File: src/sv/assert_macros.svh
// Assertion macros used by the gear hash chunker RTL.
// Included by files that carry concurrent assertions; no other dependencies.
`ifndef ASSERT_MACROS_SVH
`define ASSERT_MACROS_SVH

// The consequent must hold in the same cycle as the antecedent.
`define ASSERT_SAME(lbl, c, r, a, b) \
    lbl: assert property (@(posedge c) disable iff (!r) (a) |-> (b)) \
        else $error("assertion failed");

// The consequent must hold in the cycle after the antecedent.
`define ASSERT_NEXT(lbl, c, r, a, b) \
    lbl: assert property (@(posedge c) disable iff (!r) (a) |=> (b)) \
        else $error("assertion failed");

`endif

File: src/sv/ghcc_pkg.sv
// Shared types and codes for the gear hash content chunker.
// No dependencies; imported by the cell, gear memory and top level.
`default_nettype none
package ghcc_pkg;
    localparam logic REQ_DATA = 1'b0;
    localparam logic REQ_GEAR = 1'b1;

    localparam logic [2:0] CFG_MIN_SIZE    = 3'd0;
    localparam logic [2:0] CFG_MAX_SIZE    = 3'd1;
    localparam logic [2:0] CFG_WINDOW_SIZE = 3'd2;
    localparam logic [2:0] CFG_CUT_MASK    = 3'd3;

    typedef struct packed {
        logic [39:0] offset;
        logic [23:0] length;
        logic        fin;
        logic        last;
    } chunk_res_t;
endpackage
`default_nettype wire

File: src/sv/ghcc_cell.sv
// One history cell of the byte shift line.
// Depends on ghcc_pkg only by convention; holds one byte and passes it on.
`default_nettype none
module ghcc_cell
    import ghcc_pkg::*;
(
    input  wire logic       clk,
    input  wire logic       rst_n,
    input  wire logic       shift_en,
    input  wire logic [7:0] byte_in,
    output logic      [7:0] byte_out
);
    logic [7:0] byte_reg;

    // Take the neighbor's byte whenever the line advances.
    always_ff @(posedge clk or negedge rst_n)
    begin
        if (!rst_n)
        begin
            byte_reg <= 8'd0;
        end
        else if (shift_en)
        begin
            byte_reg <= byte_in;
        end
    end

    assign byte_out = byte_reg;
endmodule
`default_nettype wire

File: config.mk
export PLATFORM = sky130hd
export DESIGN_NAME = ghcc_cell
export DESIGN_NICKNAME = d
export VERILOG_FILES = /design/src/sv/assert_macros.svh /design/src/sv/ghcc_pkg.sv /design/src/sv/ghcc_cell.sv
export SDC_FILE = /design/constraint.sdc
export NUM_CORES = 1
export LEC_CHECK = 0
export BUFFER_PORTS_ARGS = -buffer_cell sky130_fd_sc_hd__buf_2
export CAP_MARGIN = 20
export CORE_AREA = 2 2 39 41
export DETAILED_ROUTE_END_ITERATION = 8
export DIE_AREA = 0 0 41 43
export GPL_TIMING_DRIVEN = 1
export SLEW_MARGIN = 20
export SYNTH_ARGS = -nofsm -noshare
export SYNTH_HDL_FRONTEND = slang
export SYNTH_SLANG_ARGS = --single-unit
File: constraint.sdc
create_clock -name clk -period 0.8 [get_ports clk]
set_input_delay 0.12 -clock clk [delete_from_list [all_inputs] [get_ports clk]]
set_output_delay 0.12 -clock clk [all_outputs]
set_load 0.005 [all_outputs]
==> reports/summary.txt, run 1 <==
run status: finished, violations left
failing checks: setup timing
Post-Syn Area: 332 um^2
input/output buffers: 18
Critical R2R Capture: byte_out[7]$_DFFE_PN0P_
crit path DAT: 0.75 ns
WL/cell: 10.5 um
largest net degree at the start of global routing: 9
CTS tree: done
Slew headroom: 0.827
CTS Root Cell: clkbuf_4
hold crit path type: primary input to flop
Final period util: 1.09
Critical Path Sink: byte_out[5]
Met1 Wirelength: 288 um
clk slew on worst S/H paths: 0.05 ns
# IOs: 19
critical path's largest stage delay: 0.38 ns
Max Used Layer: met3
vias post-DR: 214
RSZ-0062 raised after global routing: yes
Worst Tran Pin Value: 0.259 ns
max FFs per register: 8
met3 routed WL: 85 um
H-tree Lvls: 1
n_diodes: 0
Die Y-Extent: 43 um
Final Max Tran Viols: 0
Fin Hold WS: 0.101 ns
buffers and inverters on the worst path: 1
post-synthesis average cell area: 19.5 um^2
kind of critical path: flop to primary output
# Max-Cap Violations: 0
global route total overflow: 0
Worst Reg-to-Reg Cells: 2
Worst Path Required: 0.68 ns
Skew-Pair Late Insertion Delay: 0.24 ns
commonest non-fill, non-tap cell in the layout: buf_2
Final Hold Vio Count: 0
min cycle time layout: 0.870 ns
LEAKAGE: 0.000253 uW
Initial Util: 0.240
initial drt markers: 0
CTS resizes: 0
Netlist cell types: 3
initial antenna violation count: 0
final wirelength: 578 um
R2R Path Start: byte_out[7]$_DFFE_PN0P_
Final setup viols: 9
Crit path depth: 1
commonest cells after routing, fill and taps aside: buf_2, mux2_4, dfrtp_1
setup TNS: -0.572 ns
drt first pass iters: 1
DR vias/cell: 3.89
dpl hpwl: 430 um
CP Cell Sequence: buf_2
die area: 1760 um^2
VDD IR max: 687 uV
Row Count: 14
nets: 52
YS warnings: 0
via count of the first global-routing pass: 195
Synth Instances: 17
RePlAce Congestion: 0.571
PnR worst setup slack: -0.0705 ns
crit path max fanout: 2
CORE AREA: 1380 um^2
Area growth syn-to-layout: 41.9%
total power divided by cell area: 1960 nW/um^2
flops & latches, synth: 8
Critical-path top delay cell: dfrtp_1
critical path's top delay family: flip-flops
syn nets: 28
met2 WL: 204 um
crit end category: primary output
FMAX: 1.15 GHz
share of layout cells above drive strength 1: 0.769
first-pass GRT wire length: 807 um
CTS Buf Count: 3
remaining antenna violation count: 0
maximum root-to-sink buffer count: 2
Startpoint Class: flop
die extent in x: 41 um
post-place setup slack: -0.0209 ns
r2r setup slk: -0.07 ns
CTS Sinks: 8
Worst Skew: 0 ns
crit path from: byte_out[5]$_DFFE_PN0P_
hold path cells: 2
drc violations: 0
Final Util: 0.340
post-synthesis sequential area ratio: 0.604
all-layer global routing usage: 0.0750
## Yosys cell counts
cell / n / area, um^2
dfrtp_1: 8 / 200
mux2_4: 8 / 120
buf_6: 1 / 11.3
## kinds of logic (layout without fill, tap and decap cells)
kind of cell / count (synthesis) / after routing / synth area share
flops: 8 / 8 / 0.604
buf+inv: 1 / 23 / 0.0340
mux: 8 / 8 / 0.362
## worst min path at each step
stage,start,endpoint,slack [ns]
after floorplan,rst_n,byte_out[0]$_DFFE_PN0P_,-0.18
after global placement,rst_n,byte_out[6]$_DFFE_PN0P_,-0.03
after detailed placement,rst_n,byte_out[6]$_DFFE_PN0P_,-0.03
after CTS,byte_in[0],byte_out[0]$_DFFE_PN0P_,0.09
after global routing,byte_in[0],byte_out[0]$_DFFE_PN0P_,0.09
final,byte_in[0],byte_out[0]$_DFFE_PN0P_,0.10
## power breakdown
part	leakage, uW	internal (uW)	switching [uW]
logic	0.000146	112	53.5
registers	0.0000935	446	20.9
clock network	0.0000138	171	122
## layout make-up
class | count | area, um^2
sequential | 8 | 200
multi-input combinational | 8 | 120
clock buffer | 3 | 22.5
timing repair buffer | 20 | 108
tap | 16 | 20.0
fill | 137 | 913
## per-layer routing
layer | up-vias | GRT usage
li1 | 104 | -
met1 | 93 | 0.106
met2 | 17 | 0.0750
met3 | 0 | 0.0471
met4 | 0 | 0.0600
met5 | - | 0
## stage by stage
stage	power, uW	instance area [um^2]	cells
finish	924	470	55
global route	987	470	55
CTS	945	463	54
detailed placement	629	430	50
global placement	628	430	50
floorplan	556	332	17
## worst reg2reg max path: stages, from the launching register on
cell and delay, ns:
dfrtp_1 0.37, buf_4 0.13, mux2_4 0.25
## timing repair
action	CTS	global route
setup buffers	0	1
hold buffers	1	0
setup endpoints to repair	8	8
gates cloned	0	0
hold endpoints to repair	8	0
Power figures use the tool's default switching activity.
==> inputs of run 2 (changes only) <==
- RECOVER_POWER: default -> 25
==> run 2 against run 1 <==
The run still ends with setup timing left; worst hold slack stayed put; critical endpoint unchanged; design area is 0.27% lower; critical path type unchanged; clock skew stayed put; global-route usage stayed put; clock power hardly changed; flip-flop and latch count stayed put; clock-buffer cell count stayed put.
==> reports/summary.txt, run 2 (same netlist as run 1, synthesis figures left out) <==
run status: finished, violations left
failing checks: setup timing
internal power: 728 uW (-0.10%)
drt first pass iters: 1 (unchanged)
Slew headroom: 0.702 (-0.125)
Max Used Layer: met3
Final setup viols: 9 (unchanged)
CTS Buf Count: 3 (unchanged)
input/output buffers: 18 (unchanged)
hold path cells: 2 (unchanged)
CTS Sinks: 8 (unchanged)
# Max-Cap Violations: 0 (unchanged)
Met1 Wirelength: 285 um (-1.0%)
commonest cells after routing, fill and taps aside: buf_2, mux2_4, dfrtp_1
RePlAce Congestion: 0.571 (unchanged)
min cycle time layout: 0.870 ns (unchanged)
drc violations: 0 (unchanged)
setup TNS: -0.571 ns (+0.00146 ns)
initial antenna violation count: 0 (unchanged)
H-tree Lvls: 1 (unchanged)
dpl hpwl: 430 um (unchanged)
Startpoint Class: flop
Final Max Tran Viols: 0 (unchanged)
remaining antenna violation count: 0 (unchanged)
total power divided by cell area: 1970 nW/um^2 (+0.17%)
Worst Reg-to-Reg Cells: 2 (unchanged)
Die Y-Extent: 43 um (unchanged)
Final Hold Vio Count: 0 (unchanged)
Worst Tran Pin Value: 0.447 ns (+0.188 ns)
final wirelength: 575 um (-0.52%)
maximum root-to-sink buffer count: 2 (unchanged)
n_diodes: 0 (unchanged)
nets: 52 (unchanged)
hold crit path type: primary input to flop
commonest non-fill, non-tap cell in the layout: buf_2
design area: 469 um^2 (-0.27%)
die extent in x: 41 um (unchanged)
switching pwr: 196 uW (about the same)
PnR worst setup slack: -0.0705 ns (unchanged)
first-pass GRT wire length: 807 um (unchanged)
initial drt markers: 0 (unchanged)
max FFs per register: 8 (unchanged)
Skew-Pair Late Insertion Delay: 0.24 ns (about the same)
critical path's top delay family: flip-flops
crit path DAT: 0.75 ns (about the same)
crit end category: primary output
die area: 1760 um^2 (unchanged)
LEAKAGE: 0.000250 uW (-1.1%)
share of layout cells above drive strength 1: 0.744 (-0.0256)
Row Count: 14 (unchanged)
largest net degree at the start of global routing: 9 (unchanged)
Area after DPL: 430 um^2 (unchanged)
Crit path depth: 1 (unchanged)
Worst Skew: 0 ns (unchanged)
Final period util: 1.09 (unchanged)
combinational share of power: 0.178 (about the same)
Initial Util: 0.240 (unchanged)
via count of the first global-routing pass: 195 (unchanged)
global route total overflow: 0 (unchanged)
Sequential Power Share: 0.506 (about the same)
DR vias/cell: 3.89 (unchanged)
met3 routed WL: 85 um (unchanged)
kind of critical path: flop to primary output
CTS tree: done
CTS Root Cell: clkbuf_4
Worst Path Required: 0.68 ns (about the same)
CORE AREA: 1380 um^2 (unchanged)
clock share of power: 0.316 (about the same)
buffers and inverters on the worst path: 1 (unchanged)
crit path max fanout: 2 (unchanged)
# IOs: 19 (unchanged)
Net Sw Frac: 0.212 (about the same)
FMAX: 1.15 GHz (unchanged)
RSZ-0062 raised after global routing: yes
met2 WL: 204 um (unchanged)
critical path's largest stage delay: 0.38 ns (about the same)
CP Cell Sequence: buf_2
WL/cell: 10.5 um (-0.52%)
all-layer global routing usage: 0.0750 (unchanged)
Area growth syn-to-layout: 41.5%
clk slew on worst S/H paths: 0.05 ns (about the same)
Critical-path top delay cell: dfrtp_1
VDD IR max: 687 uV (about the same)
vias post-DR: 214 (unchanged)
CTS resizes: 0 (unchanged)
[run 2: cell types whose count changed in the layout (fill, tap and decap cells not counted), sizes merged]
cell    before  now
buf         19   18
clkbuf       3    4
[run 2: timing repair]
item / in CTS / in global routing
hold endpoints to repair: 8 / 0
hold buffers: 1 / 0
setup endpoints to repair: 8 / 8
buffers inserted: 0 / 1
[run 2: path summary, 6_finish.rpt]
kind	start	slack (ns)	endpoint
max	byte_out[5]$_DFFE_PN0P_	-0.07	byte_out[5]
min	byte_in[0]	0.10	byte_out[0]$_DFFE_PN0P_
max reg2reg	byte_out[7]$_DFFE_PN0P_	-0.06	byte_out[7]$_DFFE_PN0P_
min reg2reg	byte_out[3]$_DFFE_PN0P_	0.51	byte_out[3]$_DFFE_PN0P_
max in group asynchronous	rst_n	0.17	byte_out[1]$_DFFE_PN0P_
min in group asynchronous	rst_n	0.33	byte_out[6]$_DFFE_PN0P_
[run 2: area by class of cell]
cell class	instances	area [um^2]
repair buffers	20	106
well taps	16	20.0
clock buffers	3	22.5
fillers	138	915
flip-flops and latches	8	200
multi-input cells	8	120
[run 2: worst reg2reg max path: cells and delay by family (launching register included)]
family | cells | cell delay [ns]
multiplexers | 1 | 0.25
flip-flops | 1 | 0.37
buffers and inverters | 1 | 0.13
[run 2: routing by layer]
metal | vias up | GRT usage
li1 | 104 | -
met1 | 93 | 0.106
met2 | 17 | 0.0750
met3 | 0 | 0.0471
met4 | 0 | 0.0600
met5 | - | 0
[run 2: power by group through the flow]
stage                     Sequential (uW)  Combinational (uW)  Clock (uW)
after CTS                             467                 160         317
after global routing                  470                 179         337
after detailed placement              472                 156           0
after floorplan                       477                79.6           0
after global placement                475                 154           0
final                                 467                 164         292
[run 2: through the flow]
stage,utilization,setup WS (ns),cells,total power (uW),hold slack (ns)
floorplan,-,0.0517,17,556,-0.176
global placement,0.311,0.000699,50,628,-0.0348
detailed placement,0.311,-0.0209,50,629,-0.0297
CTS,0.335,-0.0896,54,945,0.0862
global route,0.339,-0.113,55,987,0.0851
finish,0.339,-0.0705,55,923,0.101
==> inputs of run 3 (changes only) <==
- CELL_PAD_IN_SITES_DETAIL_PLACEMENT: default -> 1
- CELL_PAD_IN_SITES_GLOBAL_PLACEMENT: default -> 2
- CORE_AREA: 2 2 39 41 -> default
- CORE_UTILIZATION: default -> 25
- DIE_AREA: 0 0 41 43 -> default
- PLACE_DENSITY_LB_ADDON: default -> 0.1
- clock period: 0.8 -> 0.85 ns (I/O delays scaled with it)
==> run 3 against run 2 <==
The flow still finishes with violations (setup timing); clock-buffer cell count unchanged; sequential share of layout area down 0.45 points; worst hold slack gained 0.0095 ns; critical path depth stayed put; via count rose by 5.1%; clock skew did not move; die area down 16%; global-route usage increased by 3.4 points; critical endpoint is now byte_out[4]; largest power group unchanged.
==> reports/summary.txt, run 3 (same netlist as run 1, synthesis figures left out) <==
Row Count: 12 (-2)
Die Y-Extent: 38.4 um (-11%)
Final Max Tran Viols: 0 (unchanged)
RSZ-0062 raised after global routing: yes
FF+latch area: 200 um^2 (unchanged)
global route total overflow: 0 (unchanged)
final wirelength: 604 um (+5.0%)
CTS Sinks: 8 (unchanged)
hold crit path type: primary input to flop
clk slew on worst S/H paths: 0.05 ns (about the same)
CTS Root Cell: clkbuf_4
WL/cell: 11.2 um (+7.0%)
# IOs: 19 (unchanged)
Startpoint Class: flop
first-pass GRT wire length: 993 um (+23%)
H-tree Lvls: 1 (unchanged)
CP Cell Sequence: buf_2
Area after DPL: 428 um^2 (-0.58%)
maximum root-to-sink buffer count: 2 (unchanged)
all-layer global routing usage: 0.109 (+0.0337)
VDD IR max: 626 uV (-8.8%)
input/output buffers: 18 (unchanged)
Fin Hold WS: 0.111 ns (+0.00954 ns)
n_diodes: 0 (unchanged)
die area: 1480 um^2 (-16%)
Slew headroom: 0.717 (+0.0151)
vias post-DR: 225 (+5.1%)
initial drt markers: 0 (unchanged)
R2R Path Start: byte_out[0]$_DFFE_PN0P_
Final setup viols: 10 (+1)
RePlAce Congestion: 0.566 (-0.79%)
Critical-path top delay cell: dfrtp_1
crit path from: byte_out[4]$_DFFE_PN0P_
critical hold path startpoint: byte_in[2]
Area growth syn-to-layout: 43.0%
min cycle time layout: 0.873 ns
max FFs per register: 8 (unchanged)
Final period util: 1.03
drt first pass iters: 1 (unchanged)
FMAX: 1.15 GHz
DR vias/cell: 4.17 (+7.1%)
design area: 474 um^2 (+1.1%)
buffers and inverters on the worst path: 1 (unchanged)
# Max-Cap Violations: 0 (unchanged)
critical path's largest stage delay: 0.38 ns (about the same)
PnR worst setup slack: -0.0228 ns (+0.0476 ns)
Final Hold Vio Count: 0 (unchanged)
critical path's top delay family: flip-flops
# fillers: 139 (+0.72%)
CORE AREA: 1170 um^2 (-15%)
post-place setup slack: 0.0220 ns (+0.0429 ns)
area of the multi-input gates: 120 um^2 (unchanged)
kind of critical path: flop to primary output
nets: 53 (+1.9%)
CTS tree: done
Skew-Pair Late Insertion Delay: 0.24 ns (about the same)
remaining antenna violation count: 0 (unchanged)
crit path max fanout: 2 (unchanged)
failing checks: setup timing
Worst Tran Pin Value: 0.424 ns (-0.0227 ns)
drc violations: 0 (unchanged)
CTS Buf Count: 3 (unchanged)
run status: finished, violations left
crit end category: primary output
die extent in x: 38.4 um (-6.3%)
Worst Path Required: 0.72 ns (+0.04 ns)
share of layout cells above drive strength 1: 0.750 (+0.00641)
setup TNS: -0.179 ns (+0.391 ns)
LEAKAGE: 0.000255 uW (+1.9%)
total power divided by cell area: 1860 nW/um^2 (-5.7%)
largest net degree at the start of global routing: 9 (unchanged)
commonest non-fill, non-tap cell in the layout: buf_2
initial antenna violation count: 0 (unchanged)
via count of the first global-routing pass: 226 (+16%)
crit path DAT: 0.75 ns (about the same)
Initial Util: 0.283 (+0.0435)
Worst Skew: 0 ns (unchanged)
commonest cells after routing, fill and taps aside: buf_2, mux2_4, dfrtp_1
[run 3: routing by layer]
metal,GRT usage,vias up,part of all wire
met1,0.124,108,0.37
met3,0.0349,0,0.093
met4,0.0776,0,0
met5,0,-,0
met2,0.169,11,0.53
li1,-,106,-
[run 3: cell type report]
class | count | share of cell area
clock buffer | 3 | 0.0475
multi-input combinational | 8 | 0.253
tap | 14 | 0.0369
timing repair buffer | 21 | 0.240
sequential | 8 | 0.422
[run 3: worst reg2reg max path, delay by kind of cell, from the launching register on]
family / cells / cell delay [ns]
muxes: 1 / 0.25
DFF: 1 / 0.37
buffers and inverters: 1 / 0.13
[run 3: what timing repair did]
action                                  CTS  global route
hold buffers                              1             0
hold endpoints to repair                  8             0
gates resized for setup                   0             0
endpoints found under the setup margin    8             8
setup buffers                             0             2
[run 3: final timing paths]
path	end	slack [ns]	cells past startpoint
worst min register to register	byte_out[1]$_DFFE_PN0P_	0.51	1
worst max register to register	byte_out[0]$_DFFE_PN0P_	-0.01	2
worst max-delay path	byte_out[4]	-0.02	1
min in group asynchronous	byte_out[3]$_DFFE_PN0P_	0.32	2
max in group asynchronous	byte_out[7]$_DFFE_PN0P_	0.23	2
worst min-delay path	byte_out[2]$_DFFE_PN0P_	0.11	2
[run 3: metrics by stage]
step,util,power [uW],cells
final,0.405,880,54
after global routing,0.405,946,54
after CTS,0.393,891,52
after detailed placement,0.365,593,48
after global placement,0.365,589,48
after floorplan,-,524,17
[run 3: where the power goes]
| group | internal, uW | switching, uW |
|---|---|---|
| clock network | 161 | 119 |
| registers | 420 | 18.2 |
| logic | 110 | 52.6 |
| total | 690 | 190 |
